<file path="src/hw/rtl/tstmc_pkg.sv">
// Shared types and constants for the touch sample trimmed-mean calibrator.
// Used by every module of the block; depends on nothing.
package tstmc_pkg;

	// Field widths.
	localparam int RAW_W       = 13;
	localparam int PIX_W       = 10;
	localparam int GAIN_W      = 16;
	localparam int SUM_W       = 17;
	localparam int COUNT_W     = 4;
	localparam int MEAN_W      = 13;
	localparam int PROD_W      = GAIN_W + MEAN_W;
	localparam int BASE_W      = PIX_W + 16;
	localparam int CFG_INDEX_W = 3;
	localparam int CFG_DATA_W  = 16;

	// Kept samples per point; the trimmed mean divides the middle eight by a shift of 3.
	localparam int SAMPLE_COUNT = 10;
	localparam int MEAN_SHIFT   = 3;

	// Default depth of the queue between the front and back parts.
	localparam int QUEUE_DEPTH = 4;

	// Configuration register indexes.
	localparam logic [CFG_INDEX_W-1:0] REG_LOW_LIMIT     = 3'd0;
	localparam logic [CFG_INDEX_W-1:0] REG_HIGH_LIMIT    = 3'd1;
	localparam logic [CFG_INDEX_W-1:0] REG_X_OFFSET      = 3'd2;
	localparam logic [CFG_INDEX_W-1:0] REG_X_GAIN        = 3'd3;
	localparam logic [CFG_INDEX_W-1:0] REG_Y_OFFSET      = 3'd4;
	localparam logic [CFG_INDEX_W-1:0] REG_Y_GAIN        = 3'd5;
	localparam logic [CFG_INDEX_W-1:0] REG_SWAP_AXES     = 3'd6;
	localparam logic [CFG_INDEX_W-1:0] REG_MIRROR_HEIGHT = 3'd7;

	// Input sample transaction.
	typedef struct packed {
		logic             pen_down;
		logic [RAW_W-1:0] x_raw;
		logic [RAW_W-1:0] y_raw;
	} sample_t;

	// Output point transaction.
	typedef struct packed {
		logic             point_valid;
		logic [PIX_W-1:0] point_x;
		logic [PIX_W-1:0] point_y;
	} point_t;

	// Acceptance window used by the front part.
	typedef struct packed {
		logic [RAW_W-1:0] low_limit;
		logic [RAW_W-1:0] high_limit;
	} window_t;

	// Calibration settings used by the back part.
	typedef struct packed {
		logic [PIX_W-1:0]  x_offset;
		logic [GAIN_W-1:0] x_gain;
		logic [PIX_W-1:0]  y_offset;
		logic [GAIN_W-1:0] y_gain;
		logic              swap_axes;
		logic [PIX_W-1:0]  mirror_height;
	} calib_t;

	// One queued job: a finished accumulation or a pen-up event.
	typedef struct packed {
		logic             pen_down;
		logic [SUM_W-1:0] x_sum;
		logic [RAW_W-1:0] x_min;
		logic [RAW_W-1:0] x_max;
		logic [SUM_W-1:0] y_sum;
		logic [RAW_W-1:0] y_min;
		logic [RAW_W-1:0] y_max;
	} job_t;

	// Queue status seen by the front part.
	typedef struct packed {
		logic full;
		logic not_empty;
	} queue_status_t;

endpackage

</file>
<file path="src/hw/rtl/tstmc_front.sv">
// Front part: accepts samples, applies the window, keeps sums and extremes.
// Pushes a job into the queue on the last kept sample or on pen-up. Uses tstmc_pkg.
module tstmc_front (
	input  logic                     clk,
	input  logic                     arst_n,
	input  tstmc_pkg::sample_t       smp,
	input  logic                     smp_valid,
	output logic                     smp_stall,
	input  tstmc_pkg::window_t       window,
	input  tstmc_pkg::queue_status_t q_status,
	output logic                     push,
	output tstmc_pkg::job_t          job
);

	logic [tstmc_pkg::COUNT_W-1:0] count_q;
	logic [tstmc_pkg::SUM_W-1:0]   x_sum_q, y_sum_q;
	logic [tstmc_pkg::RAW_W-1:0]   x_min_q, x_max_q, y_min_q, y_max_q;

	logic                          accept, in_window, kept, first, done;
	logic [tstmc_pkg::SUM_W-1:0]   x_sum_n, y_sum_n;
	logic [tstmc_pkg::RAW_W-1:0]   x_min_n, x_max_n, y_min_n, y_max_n;

	// Stall only while the queue has no room for a job.
	assign smp_stall = q_status.full;
	assign accept    = smp_valid && !q_status.full;

	// Window test: both axes strictly inside the limits.
	assign in_window = (smp.x_raw > window.low_limit) && (smp.x_raw < window.high_limit) &&
	                   (smp.y_raw > window.low_limit) && (smp.y_raw < window.high_limit);
	assign kept   = accept && smp.pen_down && in_window;
	assign first  = (count_q == '0);
	assign done   = kept && (count_q == tstmc_pkg::COUNT_W'(tstmc_pkg::SAMPLE_COUNT - 1));

	// Running sums and extremes including the current sample.
	always_comb begin
		x_sum_n = x_sum_q + tstmc_pkg::SUM_W'(smp.x_raw);
		y_sum_n = y_sum_q + tstmc_pkg::SUM_W'(smp.y_raw);
		x_min_n = (first || smp.x_raw < x_min_q) ? smp.x_raw : x_min_q;
		x_max_n = (first || smp.x_raw > x_max_q) ? smp.x_raw : x_max_q;
		y_min_n = (first || smp.y_raw < y_min_q) ? smp.y_raw : y_min_q;
		y_max_n = (first || smp.y_raw > y_max_q) ? smp.y_raw : y_max_q;
	end

	// A job leaves on pen-up or when the last sample of a set is kept.
	assign push         = accept && (!smp.pen_down || done);
	assign job.pen_down = smp.pen_down;
	assign job.x_sum    = x_sum_n;
	assign job.x_min    = x_min_n;
	assign job.x_max    = x_max_n;
	assign job.y_sum    = y_sum_n;
	assign job.y_min    = y_min_n;
	assign job.y_max    = y_max_n;

	// Accumulator state: cleared by every emitted job, updated by kept samples.
	always_ff @(posedge clk or negedge arst_n) begin
		if (!arst_n) begin
			count_q <= '0;
			x_sum_q <= '0;
			y_sum_q <= '0;
			x_min_q <= '0;
			x_max_q <= '0;
			y_min_q <= '0;
			y_max_q <= '0;
		end else if (push) begin
			count_q <= '0;
			x_sum_q <= '0;
			y_sum_q <= '0;
			x_min_q <= '0;
			x_max_q <= '0;
			y_min_q <= '0;
			y_max_q <= '0;
		end else if (kept) begin
			count_q <= count_q + 1'b1;
			x_sum_q <= x_sum_n;
			y_sum_q <= y_sum_n;
			x_min_q <= x_min_n;
			x_max_q <= x_max_n;
			y_min_q <= y_min_n;
			y_max_q <= y_max_n;
		end
	end

endmodule

</file>
<file path="src/hw/rtl/tstmc_fifo.sv">
// Short job queue between the front and back parts.
// Holds tstmc_pkg::job_t entries; depth set by the DEPTH parameter.
module tstmc_fifo #(
	parameter int DEPTH = tstmc_pkg::QUEUE_DEPTH
) (
	input  logic                     clk,
	input  logic                     arst_n,
	input  logic                     push,
	input  tstmc_pkg::job_t          push_job,
	input  logic                     pop,
	output tstmc_pkg::job_t          pop_job,
	output tstmc_pkg::queue_status_t status
);

	localparam int PTR_W = (DEPTH > 1) ? $clog2(DEPTH) : 1;
	localparam int CNT_W = $clog2(DEPTH + 1);

	tstmc_pkg::job_t   mem_q [DEPTH];
	logic [PTR_W-1:0]  wr_ptr_q, rd_ptr_q;
	logic [CNT_W-1:0]  count_q;
	logic              do_push, do_pop;

	assign status.full      = (count_q == CNT_W'(DEPTH));
	assign status.not_empty = (count_q != '0);
	assign do_push          = push && !status.full;
	assign do_pop           = pop && status.not_empty;
	assign pop_job          = mem_q[rd_ptr_q];

	// Storage write.
	always_ff @(posedge clk) begin
		if (do_push) begin
			mem_q[wr_ptr_q] <= push_job;
		end
	end

	// Pointers and fill count.
	always_ff @(posedge clk or negedge arst_n) begin
		if (!arst_n) begin
			wr_ptr_q <= '0;
			rd_ptr_q <= '0;
			count_q  <= '0;
		end else begin
			if (do_push) begin
				wr_ptr_q <= (wr_ptr_q == PTR_W'(DEPTH - 1)) ? '0 : wr_ptr_q + 1'b1;
			end
			if (do_pop) begin
				rd_ptr_q <= (rd_ptr_q == PTR_W'(DEPTH - 1)) ? '0 : rd_ptr_q + 1'b1;
			end
			if (do_push && !do_pop) begin
				count_q <= count_q + 1'b1;
			end else if (do_pop && !do_push) begin
				count_q <= count_q - 1'b1;
			end
		end
	end

endmodule

</file>
<file path="src/hw/rtl/tstmc_back.sv">
// Back part: trimmed mean, gain and offset, axis swap, output register.
// Three elastic stages fed from the job queue. Uses tstmc_pkg.
module tstmc_back (
	input  logic               clk,
	input  logic               arst_n,
	input  tstmc_pkg::calib_t  calib,
	input  logic               job_ready,
	input  tstmc_pkg::job_t    job,
	output logic               pop,
	output tstmc_pkg::point_t  pt,
	output logic               pt_valid,
	input  logic               pt_stall
);

	logic                           valid_s1, valid_s2;
	logic                           pen_s1, pen_s2;
	logic [tstmc_pkg::MEAN_W-1:0]   x_mean_s1, y_mean_s1;
	logic [tstmc_pkg::PROD_W-1:0]   x_prod_s2, y_prod_s2;
	logic                           free_s3, free_s2, free_s1;
	logic [tstmc_pkg::SUM_W-1:0]    x_mid, y_mid;
	logic [tstmc_pkg::PIX_W-1:0]    x_cal, y_cal, mirror_y;
	tstmc_pkg::point_t              pt_n;

	// Handshake between stages: a stage may load when it is empty or moving on.
	assign free_s3 = !pt_valid || !pt_stall;
	assign free_s2 = !valid_s2 || free_s3;
	assign free_s1 = !valid_s1 || free_s2;
	assign pop     = job_ready && free_s1;

	// Stage 1: drop the extremes and shift the middle sum down to the mean.
	assign x_mid = job.x_sum - tstmc_pkg::SUM_W'(job.x_min) - tstmc_pkg::SUM_W'(job.x_max);
	assign y_mid = job.y_sum - tstmc_pkg::SUM_W'(job.y_min) - tstmc_pkg::SUM_W'(job.y_max);

	always_ff @(posedge clk) begin
		if (pop) begin
			pen_s1    <= job.pen_down;
			x_mean_s1 <= x_mid[tstmc_pkg::MEAN_SHIFT +: tstmc_pkg::MEAN_W];
			y_mean_s1 <= y_mid[tstmc_pkg::MEAN_SHIFT +: tstmc_pkg::MEAN_W];
		end
	end

	// Stage 2: gain times mean, one multiplier per axis.
	always_ff @(posedge clk) begin
		if (valid_s1 && free_s2) begin
			pen_s2    <= pen_s1;
			x_prod_s2 <= tstmc_pkg::PROD_W'(calib.x_gain) * tstmc_pkg::PROD_W'(x_mean_s1);
			y_prod_s2 <= tstmc_pkg::PROD_W'(calib.y_gain) * tstmc_pkg::PROD_W'(y_mean_s1);
		end
	end

	// Offset minus product, floored and saturated at zero.
	function automatic logic [tstmc_pkg::PIX_W-1:0] offset_sub(
		input logic [tstmc_pkg::PIX_W-1:0]  offset,
		input logic [tstmc_pkg::PROD_W-1:0] prod
	);
		logic [tstmc_pkg::PROD_W-1:0] base;
		logic [tstmc_pkg::PROD_W-1:0] diff;
		base = tstmc_pkg::PROD_W'({offset, 16'h0000});
		diff = base - prod;
		if (prod >= base) begin
			return '0;
		end
		return diff[16 +: tstmc_pkg::PIX_W];
	endfunction

	// Stage 3: calibration, optional swap with mirrored Y, zero point on pen-up.
	always_comb begin
		x_cal    = offset_sub(calib.x_offset, x_prod_s2);
		y_cal    = offset_sub(calib.y_offset, y_prod_s2);
		mirror_y = (calib.mirror_height > x_cal) ? (calib.mirror_height - x_cal) : '0;
		pt_n.point_valid = pen_s2;
		if (!pen_s2) begin
			pt_n.point_x = '0;
			pt_n.point_y = '0;
		end else if (calib.swap_axes) begin
			pt_n.point_x = y_cal;
			pt_n.point_y = mirror_y;
		end else begin
			pt_n.point_x = x_cal;
			pt_n.point_y = y_cal;
		end
	end

	always_ff @(posedge clk) begin
		if (valid_s2 && free_s3) begin
			pt <= pt_n;
		end
	end

	// Stage valid flags.
	always_ff @(posedge clk or negedge arst_n) begin
		if (!arst_n) begin
			valid_s1 <= 1'b0;
			valid_s2 <= 1'b0;
			pt_valid <= 1'b0;
		end else begin
			if (free_s1) begin
				valid_s1 <= pop;
			end
			if (free_s2) begin
				valid_s2 <= valid_s1;
			end
			if (free_s3) begin
				pt_valid <= valid_s2;
			end
		end
	end

endmodule

</file>
<file path="src/hw/rtl/touch_sample_trimmed_mean_calibrate.sv">
// Resistive touch trimmed-mean filter with calibration. The block takes one sample
// transaction per clock cycle: the front part tests the window and updates sums,
// minima and maxima in the cycle that accepts the sample. The tenth kept sample or
// a pen-up sample places a job in a FIFO_DEPTH-entry queue; the back part turns each
// job into a point in three stages (trimmed mean, gain multiply, offset and swap into
// the output register), and finishes one job per cycle while jobs wait and pt_stall
// is low. Samples stall only while the queue is full. Configuration writes take
// effect at the next edge and should be made while no point is pending.
module touch_sample_trimmed_mean_calibrate #(
	parameter int FIFO_DEPTH = tstmc_pkg::QUEUE_DEPTH
) (
	input  logic                                 clk,
	input  logic                                 arst_n,
	input  tstmc_pkg::sample_t                   smp,
	input  logic                                 smp_valid,
	output logic                                 smp_stall,
	output tstmc_pkg::point_t                    pt,
	output logic                                 pt_valid,
	input  logic                                 pt_stall,
	input  logic                                 cfg_we,
	input  logic [tstmc_pkg::CFG_INDEX_W-1:0]    cfg_index,
	input  logic [tstmc_pkg::CFG_DATA_W-1:0]     cfg_data
);

	tstmc_pkg::window_t       window_q;
	tstmc_pkg::calib_t        calib_q;
	tstmc_pkg::queue_status_t q_status;
	tstmc_pkg::job_t          push_job, pop_job;
	logic                     q_push, q_pop;

	// Configuration registers.
	always_ff @(posedge clk or negedge arst_n) begin
		if (!arst_n) begin
			window_q.low_limit     <= 13'd100;
			window_q.high_limit    <= 13'd4000;
			calib_q.x_offset       <= 10'd253;
			calib_q.x_gain         <= 16'd4375;
			calib_q.y_offset       <= 10'd348;
			calib_q.y_gain         <= 16'd5916;
			calib_q.swap_axes      <= 1'b0;
			calib_q.mirror_height  <= 10'd240;
		end else if (cfg_we) begin
			case (cfg_index)
				tstmc_pkg::REG_LOW_LIMIT:     window_q.low_limit    <= cfg_data[12:0];
				tstmc_pkg::REG_HIGH_LIMIT:    window_q.high_limit   <= cfg_data[12:0];
				tstmc_pkg::REG_X_OFFSET:      calib_q.x_offset      <= cfg_data[9:0];
				tstmc_pkg::REG_X_GAIN:        calib_q.x_gain        <= cfg_data;
				tstmc_pkg::REG_Y_OFFSET:      calib_q.y_offset      <= cfg_data[9:0];
				tstmc_pkg::REG_Y_GAIN:        calib_q.y_gain        <= cfg_data;
				tstmc_pkg::REG_SWAP_AXES:     calib_q.swap_axes     <= cfg_data[0];
				tstmc_pkg::REG_MIRROR_HEIGHT: calib_q.mirror_height <= cfg_data[9:0];
				default: begin
				end
			endcase
		end
	end

	// Front part: window test and accumulation.
	tstmc_front u_front (
		.clk       (clk),
		.arst_n    (arst_n),
		.smp       (smp),
		.smp_valid (smp_valid),
		.smp_stall (smp_stall),
		.window    (window_q),
		.q_status  (q_status),
		.push      (q_push),
		.job       (push_job)
	);

	// Job queue.
	tstmc_fifo #(
		.DEPTH (FIFO_DEPTH)
	) u_fifo (
		.clk      (clk),
		.arst_n   (arst_n),
		.push     (q_push),
		.push_job (push_job),
		.pop      (q_pop),
		.pop_job  (pop_job),
		.status   (q_status)
	);

	// Back part: mean, calibration and output register.
	tstmc_back u_back (
		.clk       (clk),
		.arst_n    (arst_n),
		.calib     (calib_q),
		.job_ready (q_status.not_empty),
		.job       (pop_job),
		.pop       (q_pop),
		.pt        (pt),
		.pt_valid  (pt_valid),
		.pt_stall  (pt_stall)
	);

	// The front part never pushes a job into a full queue.
	assert property (@(posedge clk) disable iff (!arst_n) q_push |-> !q_status.full)
		else $error("job pushed into a full queue");

	// A pen-up transaction carries a zero point.
	assert property (@(posedge clk) disable iff (!arst_n)
		(pt_valid && !pt.point_valid) |-> (pt.point_x == '0 && pt.point_y == '0))
		else $error("pen-up point with nonzero coordinates");

	// Without swapping, the calibrated X never exceeds its offset.
	assert property (@(posedge clk) disable iff (!arst_n)
		(pt_valid && pt.point_valid && !calib_q.swap_axes) |-> (pt.point_x <= calib_q.x_offset))
		else $error("calibrated X above offset");

	// The queue never pops while empty.
	assert property (@(posedge clk) disable iff (!arst_n) q_pop |-> q_status.not_empty)
		else $error("job popped from an empty queue");

endmodule

</file>
<file path="config.mk">
export PLATFORM = sky130hd
export DESIGN_NAME = touch_sample_trimmed_mean_calibrate
export DESIGN_NICKNAME = d
export VERILOG_FILES = /design/src/hw/rtl/tstmc_pkg.sv /design/src/hw/rtl/tstmc_front.sv /design/src/hw/rtl/tstmc_fifo.sv /design/src/hw/rtl/tstmc_back.sv /design/src/hw/rtl/touch_sample_trimmed_mean_calibrate.sv
export SDC_FILE = /design/constraint.sdc
export NUM_CORES = 2
export LEC_CHECK = 0
export ABC_CLOCK_PERIOD_IN_PS = 16400
export BUFFER_PORTS_ARGS = -buffer_cell sky130_fd_sc_hd__buf_4
export CAP_MARGIN = 20
export CORE_ASPECT_RATIO = 0.8
export CORE_UTILIZATION = 53
export DETAILED_ROUTE_END_ITERATION = 7
export GPL_TIMING_DRIVEN = 0
export HOLD_SLACK_MARGIN = 0.15
export MAX_ROUTING_LAYER = met4
export PLACE_DENSITY_LB_ADDON = 0.1
export SLEW_MARGIN = 5
export SYNTH_ARGS = -nofsm -noshare
export SYNTH_HDL_FRONTEND = slang
export SYNTH_SLANG_ARGS = --single-unit
</file>
<file path="constraint.sdc">
create_clock -name clk -period 16.4 [get_ports clk]
set_input_delay 0 -clock clk [delete_from_list [all_inputs] [get_ports clk]]
set_output_delay 0 -clock clk [all_outputs]
set_load 0.005 [all_outputs]
</file>
==> impl_metrics.json <==
{
  "critPathLaunchType": "register",
  "slew_violations": 0,
  "root_buffer": "clkbuf_16",
  "slowest_delay_ps": 910,
  "io_buffers": 71,
  "use_met3": 0.0501,
  "path_cells": "clkbuf_1, and2_1, fa_1, inv_1, fa_1, inv_1, fa_1, inv_1, fa_1, fa_1, inv_1, ha_1, o21a_1, a2111oi_0, nor4_1, a2111oi_0, o21ai_0, a31o_2, a21oi_1, xnor2_1",
  "die_h_um": 259,
  "fp.dieW_um": 323,
  "area_growth_pct": 11.6,
  "use_met1": 0.404,
  "first_global_vias": 28300,
  "skew_ps": 26.1,
  "hold_path.class": "in2reg",
  "clk_path_buf_depth": 3,
  "syn_area_mm2": 0.0437,
  "reg2reg_from": "u_back.y_mean_s1[1]",
  "grt_pass1_wl_mm": 166,
  "cp.buffers_inverters": 5,
  "cts_repair_resize_count": 0,
  "drc_errors": 0,
  "cts_tree": "yes",
  "ys_seq_area_frac": 0.416,
  "r2r_slack_ps": 9190,
  "core-area_mm2": 0.0810,
  "crit_family": "adder cells",
  "register_area_mm2": 0.0181,
  "slew_headroom": 0.298,
  "cp-endpoint": "u_back.y_prod_s2[28]",
  "grt_max_degree": 96,
  "finalCriticalPeriod_ps": 7210,
  "grt_use_met2": 0.390,
  "worstMarginPinSlew_ps": 1050,
  "fin_crit_sh": 0.440,
  "finalHoldViolCount": 0,
  "first_iter_violations": 2155,
  "clock_latency_ps": 630,
  "maxCapViolCount": 0,
  "rr_endpoint": "u_back.y_prod_s2[28]",
  "reg2regPathDepth": 20,
  "final_common_cell": "inv_1",
  "avgViaCountPerCell": 5.54,
  "routabilityCongestion": 0.932,
  "ios": 74,
  "synth_seq_cells": 634,
  "cts.sinks": 634,
  "cpMostUsedCell": "fa_1",
  "multi_input_area_mm2": 0.0228,
  "dieArea_mm2": 0.0836,
  "fin_ws_ps": 9190,
  "rsz0062_at_grt": "no",
  "clkSlewWorstSetupHoldPaths_ps": 60,
  "pre_cts_ws_ps": 9130,
  "cp_num_cells": 20,
  "async_reset_ff_frac": 0.295,
  "synth_edf_count": 447,
  "critical_path_required_ps": 16780,
  "row_count": 93,
  "dr.pass1.iters": 5,
  "grt_busiest_layer": "met1",
  "ys_warn_count": 0,
  "drt-wirelength-per-cell_um": 21.1,
  "crit_start": "u_back.y_mean_s1[1]",
  "num_vias": 28000,
  "fmax_mhz": 139,
  "cp.arrival_ps": 7590,
  "timing.setup.tns_ps": 0,
  "ys_types": 73,
  "htreeDepth": 3,
  "dp_hpwl_mm": 79.4,
  "synth_flop_cell": "edfxtp_1",
  "numCtsBuffers": 69,
  "cp_max_fo": 10,
  "cp-end-kind": "register",
  "worstSetupPathType": "reg2reg",
  "netlist_instances": 3693,
  "status": "complete, no violations",
  "final_cell_mix": "626 x inv_1, 447 x edfxtp_1, 357 x ha_1, 336 x fa_1, 329 x nand2_1",
  "min_path_cells": 2,
  "drive_above_1_share": 0.113,
  "track_usage": 0.271,
  "setup_viol": 0,
  "fill_cells": 6667,
  "grt_overflow": 0,
  "initial_core_util": 0.539,
  "cpMaxStageDelayCell": "a2111oi_0",
  "grt_antenna_before_repair": 5,
  "ant_nets": 0,
  "syn-num-nets": 4437,
  "wl_mm": 107,
  "fin_nets": 4647,
  "synth_area_per_cell_um2": 11.8
}
layout make-up:
class,instances,share of cell area
Multi-Input combinational cell,2317,0.467
Sequential cell,634,0.372
Inverter,626,0.0482
Clock buffer,90,0.0393
Tap cell,1092,0.0280
Timing Repair Buffer,139,0.0276
Buffer,116,0.00919
Clock inverter,38,0.00847
Antenna cell,5,0.000257
how the worst min path moves through the flow:
| stage | start | slack, ps | endpoint |
|---|---|---|---|
| 6_report | smp[26] | 240 | u_fifo.mem_q[2][86] |
| 5_1_grt | smp[26] | 220 | u_fifo.mem_q[2][86] |
| 4_1_cts | smp[26] | 190 | u_fifo.mem_q[2][86] |
| 3_5_place_dp | arst_n | -170 | calib_q[54] |
| 3_3_place_gp | pt_stall | 230 | u_back.pt_valid |
| 2_1_floorplan | arst_n | -300 | calib_q[0] |
state kept, by name, summed over array words and instances, names as in the netlist, 16 cells and up:
name and count:
calib_q 63, u_back.pt 21, u_back.x_prod_s2 29, u_back.y_prod_s2 29, u_fifo.mem_q 340, u_front.x_sum_q 16
u_front.y_sum_q 16, window_q 26
per-layer routing:
layer | wire length, um | vias to the layer above
met2 | 45600 | 897
met1 | 51200 | 14000
met3 | 7830 | 125
met5 | 0 | -
li1 | - | 13000
met4 | 1810 | 0
repair_timing:
item / 4_1_cts / 5_1_grt
setup buffers: 0 / 0
hold buffers: 54 / 0
hold endpoints to repair: 647 / 0
synthesized netlist by cell type, types with 7 or more instances:
library cell  instances  share of area
nor2b_1              23         0.0033
buf_1                 7        0.00060
clkbuf_1            104         0.0089
a2111oi_0             7         0.0014
a21o_1               61          0.010
o22ai_1               9         0.0013
nor3b_1               7         0.0012
a21oi_1              88          0.010
xnor2_1              78          0.016
nor2_1              101         0.0087
nand3_1              27         0.0031
inv_1               626          0.054
dfrtp_1             149          0.085
o21bai_1             15         0.0026
nor3_1               38         0.0044
nand4_1              25         0.0036
nand2_1             329          0.028
and3_1               12         0.0017
fa_1                336           0.15
or3_1                14         0.0020
mux2_2               98          0.025
nand2b_1             17         0.0024
a31oi_1              13         0.0019
edfxtp_1            447           0.31
o21ai_0             102          0.012
nor4_1               11         0.0016
a22o_1               76          0.015
xor2_1               37         0.0074
and2_1              206          0.030
or2_2                 7         0.0010
ha_1                357           0.10
dfstp_2              38          0.023
a211oi_1             14         0.0024
o21a_1               34         0.0058
mux4_2               85          0.044
cells by family (layout without fill, tap and decap cells):
logic type	Yosys count	count (layout)	share of synthesized area
buffers and inverters	742	1009	0.0641
other	0	5	0
muxes	188	188	0.0702
DFF	634	634	0.416
xor gates and xnor gates	115	115	0.0231
and+or+nand+nor	839	839	0.0950
adders and majority gates	693	693	0.256
AOI/OAI and AO/OA	482	482	0.0758
per-stage QoR:
step | hold slack (ps) | instance area [um2] | util | std cells
global route | 216 | 48800 | 0.602 | 5057
CTS | 190 | 48700 | 0.601 | 5049
finish | 242 | 48800 | 0.602 | 5057
global placement | 231 | 45600 | 0.563 | 4856
detailed placement | -167 | 45800 | 0.566 | 4867
floorplan | -296 | 43700 | - | 3693
Power is left out: the tool's default activity adds up to more than one toggle a clock period on the data nets, which glitch-free logic cannot reach.
